$ cat config.mk
export PLATFORM = sky130hd
export DESIGN_NAME = quoted_field_tokenizer
export DESIGN_NICKNAME = d
export VERILOG_FILES = /design/src/hdl/qft_pkg.sv /design/src/hdl/qft_front.sv /design/src/hdl/qft_queue.sv /design/src/hdl/qft_back.sv /design/src/hdl/quoted_field_tokenizer.sv
export SDC_FILE = /design/constraint.sdc
export NUM_CORES = 1
export LEC_CHECK = 0
export BUFFER_PORTS_ARGS = -buffer_cell sky130_fd_sc_hd__buf_2
export CAP_MARGIN = 20
export CORE_UTILIZATION = 35
export DETAILED_ROUTE_END_ITERATION = 6
export SLEW_MARGIN = 40
export SYNTH_ARGS = -nofsm -noshare
export SYNTH_HDL_FRONTEND = slang
export SYNTH_SLANG_ARGS = --single-unit
$ cat constraint.sdc
create_clock -name clk -period 4.2 [get_ports clk]
set_input_delay 0.84 -clock clk [delete_from_list [all_inputs] [get_ports clk]]
set_output_delay 0.84 -clock clk [all_outputs]
set_load 0.03 [all_outputs]
$ cat src/hdl/qft_pkg.sv
package qft_pkg;

    // Character codes the tokenizer reacts to.
    localparam logic [7:0] CHAR_SPACE = 8'h20;
    localparam logic [7:0] CHAR_COMMA = 8'h2C;
    localparam logic [7:0] CHAR_QUOTE = 8'h22;
    localparam logic [7:0] CHAR_ZERO  = 8'h30;
    localparam logic [7:0] CHAR_NINE  = 8'h39;
    localparam logic [7:0] CHAR_UPPER_A = 8'h41;
    localparam logic [7:0] CHAR_UPPER_F = 8'h46;
    localparam logic [7:0] CHAR_LOWER_A = 8'h61;
    localparam logic [7:0] CHAR_LOWER_F = 8'h66;
    localparam logic [7:0] DIGIT_TEN    = 8'd10;

    // Input item kinds.
    localparam logic KIND_CHAR = 1'b0;
    localparam logic KIND_EOL  = 1'b1;

    // Result status codes.
    localparam logic STATUS_FIELD = 1'b0;
    localparam logic STATUS_ERROR = 1'b1;

    // Configuration register indexes.
    localparam logic REG_START_OFFSET = 1'b0;
    localparam logic REG_NUMBER_BASE  = 1'b1;

    localparam int CFG_INDEX_W = 1;
    localparam int CFG_DATA_W  = 8;
    localparam int POS_W       = 8;
    localparam int BASE_W      = 5;
    localparam int VALUE_W     = 16;
    localparam int DIGIT_W     = 4;
    localparam int IN_DATA_W   = 8;
    localparam int OUT_DATA_W  = 40;

    localparam logic [BASE_W-1:0] NUMBER_BASE_RESET = 5'd10;

    // Queue between the classifier and the parser.
    localparam int QUEUE_DEPTH = 4;
    localparam int QPTR_W      = $clog2(QUEUE_DEPTH);
    localparam int QCNT_W      = $clog2(QUEUE_DEPTH + 1);

    // A classified item as it travels through the queue.
    typedef struct packed {
        logic               eol;
        logic               is_space;
        logic               is_comma;
        logic               is_quote;
        logic               is_digit;
        logic [DIGIT_W-1:0] digit;
    } item_t;

endpackage

$ cat src/hdl/qft_front.sv
module qft_front (
    input  logic                           s_axis_tvalid,
    output logic                           s_axis_tready,
    input  logic [qft_pkg::IN_DATA_W-1:0]  s_axis_tdata,   // [7:0] character
    input  logic                           s_axis_tuser,   // [0] item_kind
    input  logic                           full,
    output logic                           push_valid,
    output qft_pkg::item_t                 push_item
);
    import qft_pkg::*;

    logic [7:0] ch;
    logic [7:0] off_num;
    logic [7:0] off_upper;
    logic [7:0] off_lower;

    assign ch        = s_axis_tdata;
    assign off_num   = ch - CHAR_ZERO;
    assign off_upper = ch - CHAR_UPPER_A + DIGIT_TEN;
    assign off_lower = ch - CHAR_LOWER_A + DIGIT_TEN;

    assign s_axis_tready = !full;
    assign push_valid    = s_axis_tvalid;

    always_comb
    begin
        push_item          = '0;
        push_item.eol      = (s_axis_tuser == KIND_EOL);
        push_item.is_space = (ch == CHAR_SPACE);
        push_item.is_comma = (ch == CHAR_COMMA);
        push_item.is_quote = (ch == CHAR_QUOTE);
        if (ch inside {[CHAR_ZERO:CHAR_NINE]})
        begin
            push_item.is_digit = 1'b1;
            push_item.digit    = off_num[DIGIT_W-1:0];
        end
        else if (ch inside {[CHAR_UPPER_A:CHAR_UPPER_F]})
        begin
            push_item.is_digit = 1'b1;
            push_item.digit    = off_upper[DIGIT_W-1:0];
        end
        else if (ch inside {[CHAR_LOWER_A:CHAR_LOWER_F]})
        begin
            push_item.is_digit = 1'b1;
            push_item.digit    = off_lower[DIGIT_W-1:0];
        end
    end

endmodule

$ cat src/hdl/qft_queue.sv
module qft_queue (
    input  logic           clk,
    input  logic           rst_n,
    input  logic           push_valid,
    input  qft_pkg::item_t push_item,
    output logic           full,
    output logic           pop_valid,
    input  logic           pop_ready,
    output qft_pkg::item_t pop_item
);
    import qft_pkg::*;

    item_t             mem [QUEUE_DEPTH];
    logic [QPTR_W-1:0] wr_ptr_reg;
    logic [QPTR_W-1:0] rd_ptr_reg;
    logic [QCNT_W-1:0] count_reg;
    logic              push;
    logic              pop;

    assign full      = (count_reg == QCNT_W'(QUEUE_DEPTH));
    assign pop_valid = (count_reg != '0);
    assign push      = push_valid && !full;
    assign pop       = pop_ready && pop_valid;
    assign pop_item  = mem[rd_ptr_reg];

    always_ff @(posedge clk)
    begin
        if (push)
        begin
            mem[wr_ptr_reg] <= push_item;
        end
    end

    always_ff @(posedge clk or negedge rst_n)
    begin
        if (!rst_n)
        begin
            wr_ptr_reg <= '0;
            rd_ptr_reg <= '0;
            count_reg  <= '0;
        end
        else
        begin
            if (push)
            begin
                wr_ptr_reg <= wr_ptr_reg + 1'b1;
            end
            if (pop)
            begin
                rd_ptr_reg <= rd_ptr_reg + 1'b1;
            end
            if (push && !pop)
            begin
                count_reg <= count_reg + 1'b1;
            end
            else if (pop && !push)
            begin
                count_reg <= count_reg - 1'b1;
            end
        end
    end

`ifndef NO_ASSERTIONS
    a_count_bound: assert property (@(posedge clk) disable iff (!rst_n)
        count_reg <= QCNT_W'(QUEUE_DEPTH))
        else $error("queue count beyond depth");

    a_pop_drains: assert property (@(posedge clk) disable iff (!rst_n)
        pop && !push |=> count_reg == $past(count_reg) - 1'b1)
        else $error("queue count did not drop on pop");

    a_push_fills: assert property (@(posedge clk) disable iff (!rst_n)
        push && !pop |=> count_reg == $past(count_reg) + 1'b1)
        else $error("queue count did not rise on push");
`endif

endmodule

$ cat src/hdl/qft_back.sv
module qft_back (
    input  logic                             clk,
    input  logic                             rst_n,
    input  logic                             pop_valid,
    output logic                             pop_ready,
    input  qft_pkg::item_t                   pop_item,
    input  logic [qft_pkg::POS_W-1:0]        start_offset,
    input  logic [qft_pkg::BASE_W-1:0]       number_base,
    output logic                             m_axis_tvalid,
    input  logic                             m_axis_tready,
    output logic [qft_pkg::OUT_DATA_W-1:0]   m_axis_tdata,
    output logic                             m_axis_tuser
);
    import qft_pkg::*;

    typedef enum logic [2:0] {
        ST_INITIAL,
        ST_INSIDE,
        ST_IN_QUOTE,
        ST_START_Q,
        ST_END_Q,
        ST_DELIM,
        ST_ERR
    } state_t;

    state_t               state_reg, state_next;
    logic [POS_W-1:0]     position_reg, position_next;
    logic [POS_W-1:0]     token_begin_reg, token_begin_next;
    logic [VALUE_W-1:0]   acc_reg, acc_next;
    logic                 digits_ok_reg, digits_ok_next;
    logic                 out_valid_reg, out_valid_next;
    logic                 out_status_reg, out_status_next;
    logic [POS_W-1:0]     out_start_reg, out_start_next;
    logic [POS_W-1:0]     out_length_reg, out_length_next;
    logic [VALUE_W-1:0]   out_value_reg, out_value_next;
    logic                 out_ok_reg, out_ok_next;

    logic                 take;
    logic                 is_sep;
    logic                 prev_in_field;
    logic                 next_in_field;
    state_t               nx;
    logic [VALUE_W+BASE_W-1:0] product;
    logic [VALUE_W-1:0]   mac;

    assign pop_ready = !out_valid_reg || m_axis_tready;
    assign take      = pop_valid && pop_ready;
    assign is_sep    = pop_item.is_space || pop_item.is_comma;
    assign product   = {{BASE_W{1'b0}}, acc_reg} * {{VALUE_W{1'b0}}, number_base};
    assign mac       = product[VALUE_W-1:0] + {{(VALUE_W-DIGIT_W){1'b0}}, pop_item.digit};

    always_comb
    begin
        case (state_reg)
            ST_DELIM:
            begin
                if (pop_item.is_space)
                    nx = ST_DELIM;
                else if (pop_item.is_comma)
                    nx = ST_ERR;
                else if (pop_item.is_quote)
                    nx = ST_START_Q;
                else
                    nx = ST_INSIDE;
            end
            ST_INITIAL:  nx = pop_item.is_quote ? ST_START_Q : ST_INSIDE;
            ST_IN_QUOTE: nx = pop_item.is_quote ? ST_END_Q : ST_IN_QUOTE;
            ST_INSIDE:   nx = is_sep ? ST_DELIM : ST_INSIDE;
            ST_START_Q:  nx = ST_IN_QUOTE;
            ST_END_Q:    nx = is_sep ? ST_DELIM : ST_ERR;
            default:     nx = ST_ERR;
        endcase
    end

    assign prev_in_field = (state_reg == ST_INSIDE) || (state_reg == ST_IN_QUOTE);
    assign next_in_field = (nx == ST_INSIDE) || (nx == ST_IN_QUOTE);

    always_comb
    begin
        state_next       = state_reg;
        position_next    = position_reg;
        token_begin_next = token_begin_reg;
        acc_next         = acc_reg;
        digits_ok_next   = digits_ok_reg;
        out_valid_next   = out_valid_reg && !m_axis_tready;
        out_status_next  = out_status_reg;
        out_start_next   = out_start_reg;
        out_length_next  = out_length_reg;
        out_value_next   = out_value_reg;
        out_ok_next      = out_ok_reg;

        if (take)
        begin
            if (pop_item.eol || (nx != state_reg && prev_in_field))
            begin
                // Field report: on a delimiter, a closing quote or the line end.
                if (prev_in_field)
                begin
                    out_valid_next  = 1'b1;
                    out_status_next = STATUS_FIELD;
                    out_start_next  = token_begin_reg;
                    out_length_next = position_reg - token_begin_reg;
                    out_value_next  = digits_ok_reg ? acc_reg : '0;
                    out_ok_next     = digits_ok_reg;
                end
            end

            if (pop_item.eol)
            begin
                state_next       = ST_INITIAL;
                position_next    = start_offset;
                token_begin_next = '0;
                acc_next         = '0;
                digits_ok_next   = 1'b1;
            end
            else if (state_reg != ST_ERR)
            begin
                if (nx != state_reg)
                begin
                    if (next_in_field)
                    begin
                        token_begin_next = position_reg;
                        acc_next         = pop_item.is_digit
                                         ? {{(VALUE_W-DIGIT_W){1'b0}}, pop_item.digit} : '0;
                        digits_ok_next   = pop_item.is_digit;
                    end
                    else if (nx == ST_ERR)
                    begin
                        out_valid_next  = 1'b1;
                        out_status_next = STATUS_ERROR;
                        out_start_next  = '0;
                        out_length_next = '0;
                        out_value_next  = '0;
                        out_ok_next     = 1'b0;
                    end
                end
                else if (next_in_field)
                begin
                    if (pop_item.is_digit)
                        acc_next = mac;
                    else
                        digits_ok_next = 1'b0;
                end
                state_next    = nx;
                position_next = position_reg + 1'b1;
            end
        end
    end

    always_ff @(posedge clk or negedge rst_n)
    begin
        if (!rst_n)
        begin
            state_reg       <= ST_INITIAL;
            position_reg    <= '0;
            token_begin_reg <= '0;
            acc_reg         <= '0;
            digits_ok_reg   <= 1'b1;
            out_valid_reg   <= 1'b0;
            out_status_reg  <= STATUS_FIELD;
            out_start_reg   <= '0;
            out_length_reg  <= '0;
            out_value_reg   <= '0;
            out_ok_reg      <= 1'b0;
        end
        else
        begin
            state_reg       <= state_next;
            position_reg    <= position_next;
            token_begin_reg <= token_begin_next;
            acc_reg         <= acc_next;
            digits_ok_reg   <= digits_ok_next;
            out_valid_reg   <= out_valid_next;
            out_status_reg  <= out_status_next;
            out_start_reg   <= out_start_next;
            out_length_reg  <= out_length_next;
            out_value_reg   <= out_value_next;
            out_ok_reg      <= out_ok_next;
        end
    end

    assign m_axis_tvalid = out_valid_reg;
    assign m_axis_tuser  = out_status_reg;
    assign m_axis_tdata  = {7'd0, out_ok_reg, out_value_reg, out_length_reg, out_start_reg};

`ifndef NO_ASSERTIONS
    a_error_clean: assert property (@(posedge clk) disable iff (!rst_n)
        m_axis_tvalid && (m_axis_tuser == STATUS_ERROR) |-> m_axis_tdata == '0)
        else $error("error result carries field data");

    a_eol_restarts: assert property (@(posedge clk) disable iff (!rst_n)
        take && pop_item.eol |=> state_reg == ST_INITIAL && position_reg == $past(start_offset))
        else $error("line end did not restart the parser");

    a_error_sticks: assert property (@(posedge clk) disable iff (!rst_n)
        take && !pop_item.eol && (state_reg == ST_ERR) |=> state_reg == ST_ERR)
        else $error("parser left error state before line end");

    a_invalid_zero: assert property (@(posedge clk) disable iff (!rst_n)
        m_axis_tvalid && !m_axis_tdata[32] |-> m_axis_tdata[31:16] == '0)
        else $error("non-numeric field reports a value");
`endif

endmodule

$ cat src/hdl/quoted_field_tokenizer.sv
// An item accepted at the input is first written into the queue; the parser takes it
// from there and loads its result into the output register, from which it is handed on.
// Throughput: one item per cycle while the result output is not stalled; each character
// is one state update plus one 16x5 multiply-add in the parser, computed combinationally.
// Reset (rst_n, asynchronous, active low) empties the queue, drops any pending
// result, sets start_offset to 0, number_base to 10 and the parser to line start.
module quoted_field_tokenizer (
    input  logic                              clk,
    input  logic                              rst_n,
    // Input items.
    input  logic                              s_axis_tvalid,
    output logic                              s_axis_tready,
    input  logic [qft_pkg::IN_DATA_W-1:0]     s_axis_tdata,  // [7:0] character
    input  logic                              s_axis_tuser,  // [0] item_kind
    // Result items.
    output logic                              m_axis_tvalid,
    input  logic                              m_axis_tready,
    // [7:0] field_start, [15:8] field_length, [31:16] field_value,
    // [32] value_valid, [39:33] zero
    output logic [qft_pkg::OUT_DATA_W-1:0]    m_axis_tdata,
    output logic                              m_axis_tuser,  // [0] status
    // Configuration writes.
    input  logic                              cfg_we,
    input  logic [qft_pkg::CFG_INDEX_W-1:0]   cfg_index,
    input  logic [qft_pkg::CFG_DATA_W-1:0]    cfg_wdata
);
    import qft_pkg::*;

    // Configuration registers. They are to be written only while the block is idle (the
    // block itself does not enforce this), so the parser reads them directly. A new start
    // offset is picked up at the next line start, since the running position has its own register.
    logic [POS_W-1:0]  start_offset_reg;
    logic [BASE_W-1:0] number_base_reg;

    always_ff @(posedge clk or negedge rst_n)
    begin
        if (!rst_n)
        begin
            start_offset_reg <= '0;
            number_base_reg  <= NUMBER_BASE_RESET;
        end
        else if (cfg_we)
        begin
            case (cfg_index)
                REG_START_OFFSET: start_offset_reg <= cfg_wdata[POS_W-1:0];
                REG_NUMBER_BASE:  number_base_reg  <= cfg_wdata[BASE_W-1:0];
                default:          ;
            endcase
        end
    end

    // The front end classifies each character (separator, quote, hex digit and
    // its value) and pushes it into a short queue. The parser pops from the
    // queue whenever its output register is free or being drained, so the two sides
    // stall independently; input keeps flowing while a result waits, until the queue fills.
    logic  push_valid;
    item_t push_item;
    logic  queue_full;
    logic  pop_valid;
    logic  pop_ready;
    item_t pop_item;

    qft_front u_front (
        .s_axis_tvalid (s_axis_tvalid),
        .s_axis_tready (s_axis_tready),
        .s_axis_tdata  (s_axis_tdata),
        .s_axis_tuser  (s_axis_tuser),
        .full          (queue_full),
        .push_valid    (push_valid),
        .push_item     (push_item)
    );

    qft_queue u_queue (
        .clk        (clk),
        .rst_n      (rst_n),
        .push_valid (push_valid),
        .push_item  (push_item),
        .full       (queue_full),
        .pop_valid  (pop_valid),
        .pop_ready  (pop_ready),
        .pop_item   (pop_item)
    );

    // The parser runs the seven-state tokenizer, tracks position, field start,
    // the running value and the all-digits flag, and holds one result item.
    qft_back u_back (
        .clk           (clk),
        .rst_n         (rst_n),
        .pop_valid     (pop_valid),
        .pop_ready     (pop_ready),
        .pop_item      (pop_item),
        .start_offset  (start_offset_reg),
        .number_base   (number_base_reg),
        .m_axis_tvalid (m_axis_tvalid),
        .m_axis_tready (m_axis_tready),
        .m_axis_tdata  (m_axis_tdata),
        .m_axis_tuser  (m_axis_tuser)
    );

endmodule
; ---- Word level (Yosys, flattened, before mapping)
; Memories as Yosys holds them, arrays and structs flattened.
; Cells that the tools add are included.
[totals]
elab_cells = 163
input_bits = 23
memories = 1
output_inout_bits = 43
ff_bits = 91
ramBits = 36
[memory_table]
columns = name, depth, width, read_ports, rd_ports_with_merged_regs, wr, line
row1 = u_queue.mem, 4, 9, 1, 0, 1, qft_queue.sv:13  ; item_t mem [QUEUE_DEPTH];
[classes]
n_eq_ne = 15
addsub = 12
bitwise = 1
order_cmp = 6
muxes = 79
reduce_logical = 32
n_mul = 1
[ops]
columns = cell, n
row1 = 16-bit two-way mux, 14
row2 = 8-bit two-way mux, 20
row3 = 1-bit two-way mux, 30
row4 = "8-bit by 6-bit == test with 1-bit output, second input constant", 3
row5 = 3-bit two-way mux, 8
row6 = 3-bit one-hot mux with 6 select lines, 1
row7 = 16-bit by 4-bit adder with 16-bit output, 1
row8 = "8-bit by 7-bit >= comparator with 1-bit output, second input constant", 2
row9 = "8-bit by 7-bit less-or-equal comparator with 1-bit output, second input constant", 2
row10 = 16-bit by 5-bit multiplier with 16-bit output, 1
row11 = 5-bit two-way mux, 3
row12 = "3-bit == test, second input constant", 4
row13 = 4-bit AND reduction, 3
row14 = "4-bit by 1-bit subtractor with 4-bit output, second input constant", 3
row15 = "3-bit by 2-bit == test with 1-bit output, second input constant", 3
row16 = 1-bit logical AND, 9
row17 = "4-bit adder, second input constant", 2
row18 = "8-bit by 1-bit adder with 8-bit output, second input constant", 1
row19 = "8-bit by 6-bit >= comparator with 1-bit output, second input constant", 1
row20 = "8-bit by 6-bit less-or-equal comparator with 1-bit output, second input constant", 1
row21 = 2-bit nonzero test, 4
row22 = 8-bit subtractor, 1
row23 = "3-bit by 1-bit == test with 1-bit output, second input constant", 2
row24 = 2-bit AND reduction, 3
row25 = other kinds (13), 24

; ---- Depth between registers and ports, before layout
; An unclocked memory read counts as a cell.
[logic_depth]
ltp_word = 15
depth_mapped = 17
ltp_nobuf = 16

; ---- By module
; Synthesis repeated with hierarchy kept, for this count alone.
[hier_totals]
cells_unflattened = 752
area_unflattened_um2 = 8341.8
[modules_own_cells]
columns = mod, cells_each, instances, area_each_um2, seq_area_each_um2
row1 = qft_back, 609, 1, 5860.6, 1778.0
row2 = qft_queue, 82, 1, 1736.7, 1256.2
row3 = quoted_field_tokenizer, 29, 1, 503.0, 327.8
row4 = qft_front, 32, 1, 241.5, 0.0

; ---- Least setup slack after synthesis
; No wires, ideal clock.
[synth_timing]
path_kind = register to register
start = register u_queue.rd_ptr_reg[0]
end = register u_back.acc_reg[15]
setup_slack_ns = -0.020
setup_ns = 0.121
arrival_ns = 4.099
path_buffers = 1
required_time_ns = 4.079
path_stages_with_launch = 16
synth_period_minus_slack_ns = 4.220
path_cell_list = dfrtp_1 > buf_4 > mux4_2 > fa_1 > ha_1 > inv_1 > fa_1 > inv_1 > ha_1 > a211oi_1 > nor2_1 > o211ai_1 > nand3b_1 > a311o_1 > xnor2_1 > a22o_1
[synth_between]
elab_chain_cells = 9
word_cells_on_any_way = 23
cone_classes = 1 x add/sub / 3 x eq/ne / 12 x mux / 6 x reduce/logical / 1 x memory
[synth_rtl]
columns = element, line
row1 = from (decl), qft_queue.sv:15  ; logic [QPTR_W-1:0] rd_ptr_reg;
row2 = from (signal assigned), qft_queue.sv:50  ; rd_ptr_reg <= rd_ptr_reg + 1'b1;
row3 = memory 4 x 9 bit (*), --
row4 = "parallel branches: the longest is 8 deep, another holds 16-bit by 4-bit adder with 16-bit output", --
row5 = to (signal assigned), qft_back.sv:171  ; acc_reg <= acc_next;
row6 = to (decl), qft_back.sv:29  ; logic [VALUE_W-1:0] acc_reg, acc_next;
; Mark *: on every way between the ends. The select of a mux whose other input is x is not followed.
; A chain may end at the register's enable or synchronous reset.

; ---- Worst setup path after layout
[layout_timing]
start = register number_base_reg[3]
end = register u_back.acc_reg[12]
[layout_between]
elab_chain_cells = 7
[layout_rtl]
columns = element, line
row1 = from (decl), quoted_field_tokenizer.sv:33  ; logic [BASE_W-1:0] number_base_reg;
row2 = from (signal assigned), quoted_field_tokenizer.sv:46  ; REG_NUMBER_BASE: number_base_reg <= cfg_wdata[BASE_W-1:0];
row3 = 16-bit by 5-bit multiplier with 16-bit output, qft_back.sv:49  ; assign product = {{BASE_W{1'b0}}, acc_reg} * {{VALUE_W{1'b0}}, number_base};
row4 = 16-bit by 4-bit adder with 16-bit output, qft_back.sv:50  ; assign mac = product[VALUE_W-1:0] + {{(VALUE_W-DIGIT_W){1'b0}}, pop_item.digit};
row5 = 16-bit two-way mux, qft_back.sv:139  ; if (pop_item.is_digit)
row6 = 16-bit two-way mux, qft_back.sv:137  ; else if (next_in_field)
row7 = 16-bit two-way mux, qft_back.sv:118  ; if (nx != state_reg)
row8 = 16-bit two-way mux, qft_back.sv:116  ; else if (state_reg != ST_ERR)
row9 = 16-bit two-way mux, qft_back.sv:108  ; if (pop_item.eol)
; Every way passes these cells. The select of a mux whose other input is x is not followed.

==> impl_metrics.csv <==
group,metric,value,unit
finish,fillers,2185,
floorplan,start_util,0.360,
clock_tree,root_buffer,"clkbuf_16",
drt,wl,17900,µm
floorplan,die_h,155,µm
clock_tree,cts_buffer_depth,2,
finish,diodes,0,
floorplan,boundaryPins,66,
clock_tree,cts_tree,"built",
yosys,syn_area_per_cell,10.6,µm²
global_route,antenna_found_initial,0,
place,dp_hpwl,13400,µm
place,pre_cts_slack,0.0189,ns
floorplan,fp.dieArea,24000,µm²
finish,layout_commonest_cell,"inv_1",
yosys,synthCells,775,
setup_path,r2r_end,"u_back.acc_reg[12]",
yosys,yosys_warnings,0,
setup_path,slowest_stage,"dfstp_2",
setup_path,crit_start,"number_base_reg[3]",
clock_tree,cts.clk_slew.worst_paths,0.06,ns
clock_tree,cts.sinks,127,
setup_path,critical_path_arrival,4.37,ns
setup_path,r2r_setup_slack,0.14,ns
yosys,syn_area,8200,µm²
drt,firstDrtPassIters,4,
power_and_ir_drop,leakagePower,4.52,nW
finish,areaGrowthSynthToFinish,18.0,%
floorplan,rows,55,
timing,final-max-slew-violation-count,0,
global_route,grt_start_max_net_pins,48,
timing,post-route-min-period,4.06,ns
timing,skew,0.00895,ns
setup_path,path_common_cell,"fa_1",
yosys,synth_flop_cell,"dfrtp_1",
drt,drt_iter0_markers,221,
yosys,synth_seq_cells,127,
clock_tree,insertion_delay,0.42,ns
power_and_ir_drop,intPower,0.00360,W
finish,final_cell_mix,"88 x inv_1, 86 x dfrtp_1, 76 x nand2_1",
power_and_ir_drop,p_sw_frac,0.430,
finish,largest_register_ffs,36,
power_and_ir_drop,p_sw,0.00271,W
setup_path,cp_max_fo,6,
clock_tree,htree_levels,4,
drt,antenna_left,0,
place,numPortBuffers,58,
yosys,synth-async-reset-ratio,0.717,
floorplan,core,22800,µm²
setup_path,start_kind,"register",
timing,worst_hold_slack,0.437,ns
setup_path,reg2regPathDepth,14,
drt,post_drt_wl_per_cell,15.1,µm
drt,route.detailed.drc,0,
timing,relSlewSlack,0.587,
run_status,status,"finished, final reports clean",
timing,worst_slew_pin_slew,0.620,ns
global_route,grt_pass1_vias,5800,
yosys,synth_cell_type_count,64,
yosys,synth_edf_count,36,
power_and_ir_drop,p_seq_frac,0.294,
timing,max_freq,0.246,GHz
yosys,yosysSeqAreaShare,0.410,
timing,finalCritPeriodShare,0.967,
power_and_ir_drop,power_frac_comb,0.476,
timing,fin_ws,0.140,ns
timing,setup_viol,0,
global_route,grt_overflow_total,0,
clock_tree,holdBufCountCts,0,
setup_path,critPathKind,"reg -> reg",
global_route,grt_first_pass_wirelength,29900,µm
drt,via_count,5754,
place,place_congestion,0.798,
power_and_ir_drop,power.clock.fraction,0.229,
drt,viasPerCell,4.85,
setup_path,end_kind,"register",
finish,fin_nets,971,
timing,hold_viol_final,0,
flow_run,drv_cap,0,
min_path,hold_class,"in -> async",
setup_path,crit_required,4.51,ns
clock_tree,cts_made_buffers,17,
power_and_ir_drop,power_density,653,nW/µm²
finish,postLayoutCoreUtil,0.425,
setup_path,r2r_start,"number_base_reg[3]",
setup_path,path_cells,"and2_4 -> fa_1 -> fa_1 -> inv_1 -> fa_1 -> inv_1 -> ha_2 -> o21ai_2 -> a21oi_2 -> o41a_1 -> a41oi_2 -> nand2b_1 -> xor2_1 -> a22o_1",
timing,grt_setup_unrepaired,"yes",
finish,drive_gt1_frac,0.226,
setup_path,max_stage_delay,0.58,ns
global_route,grtUsageTotal,0.160,
power_and_ir_drop,ir_drop,0.328,mV
floorplan,die_width,155,µm
[kinds of logic (layout without fill, tap and decap cells)]
family | Yosys count | count (layout) | synth area share
simple gates | 235 | 235 | 0.152
buf+inv | 124 | 216 | 0.0641
other cells | 1 | 7 | 0.000457
mux | 27 | 27 | 0.0474
compound gates | 143 | 143 | 0.123
fa+ha+maj | 88 | 88 | 0.171
xor+xnor | 30 | 30 | 0.0320
flops | 127 | 127 | 0.410
[cell usage after synthesis, drive strengths merged, types with 5 or more instances]
| cell type | instances | area [µm²] |
|---|---|---|
| edfxtp | 36 | 1080 |
| clkbuf | 15 | 56.3 |
| o21ai | 25 | 125 |
| nand2 | 79 | 315 |
| and2 | 62 | 390 |
| and3 | 12 | 75.1 |
| nor2b | 6 | 37.5 |
| a31oi | 5 | 31.3 |
| inv | 91 | 342 |
| nand3 | 12 | 60.1 |
| o22ai | 17 | 106 |
| a22o | 24 | 210 |
| or3 | 6 | 37.5 |
| xor2 | 10 | 87.6 |
| buf | 18 | 128 |
| mux2 | 15 | 169 |
| o31ai | 9 | 97.6 |
| nor3 | 12 | 71.3 |
| a21oi | 32 | 160 |
| a21o | 5 | 37.5 |
| nor2 | 29 | 128 |
| xnor2 | 20 | 175 |
| mux4 | 8 | 180 |
| ha | 48 | 601 |
| fa | 40 | 801 |
| dfrtp | 88 | 2200 |
| nand2b | 8 | 50.1 |
| a211oi | 5 | 42.5 |
[final cells by class]
type	instances	area (µm²)	area share
timing repair buffer	93	557	0.0575
multi-input combinational	530	4440	0.459
inverter	91	342	0.0353
clock buffer	18	450	0.0466
clock inverter	14	130	0.0134
sequential	127	3360	0.348
tap	313	392	0.0405
[worst max path at each step]
stage	depth (start not counted)	endpoint	slack, ns
after floorplan	15	u_back.acc_reg[15]	0.01
after global placement	14	u_back.acc_reg[14]	0.09
after detailed placement	14	u_back.acc_reg[14]	0.02
after CTS	14	u_back.acc_reg[14]	0.04
after global routing	17	u_back.acc_reg[15]	-0.05
final	14	u_back.acc_reg[12]	0.14
[power groups by stage]
| stage | clock (W) | combinational, W | sequential (W) |
|---|---|---|---|
| 3_5_place_dp | 0 | 0.00293 | 0.00188 |
| 2_1_floorplan | 0 | 0.00209 | 0.00199 |
| 5_1_grt | 0.00153 | 0.00338 | 0.00190 |
| 4_1_cts | 0.00148 | 0.00295 | 0.00186 |
| 6_report | 0.00145 | 0.00301 | 0.00186 |
| 3_3_place_gp | 0 | 0.00289 | 0.00187 |
[per-stage QoR]
stage	instances	setup TNS, ns	power, W	cell area, µm²
final	1186	0	0.00632	9680
after floorplan	781	0	0.00408	8230
after global placement	1148	0	0.00476	8950
after detailed placement	1148	0	0.00481	8950
after global routing	1186	-0.102	0.00681	9680
after CTS	1180	0	0.00629	9540
[per-layer routing]
metal | share of wire | up-vias | GRT usage
met5 | 0 | - | 0
met4 | 0.0087 | 0 | 0.0410
met3 | 0.034 | 12 | 0.0340
met2 | 0.48 | 93 | 0.266
met1 | 0.47 | 2836 | 0.212
li1 | - | 2813 | -
[repair_timing]
item	4_1_cts	5_1_grt
resized for setup	1	25
endpoints found under the setup margin	1	7
pin swaps	0	15
buffers inserted	0	6
[worst max-delay path, delay by kind of cell (launching register included)]
family | cells | cell delay, ns
flip-flops | 1 | 0.58
AO/OA/AOI/OAI | 5 | 1.05
XOR/XNOR | 1 | 0.14
adder cells (fa/ha/maj) | 4 | 1.81
AND/OR/NAND/NOR | 2 | 0.25
buffers and inverters | 2 | 0.10
(Power assumes the default switching activity.)
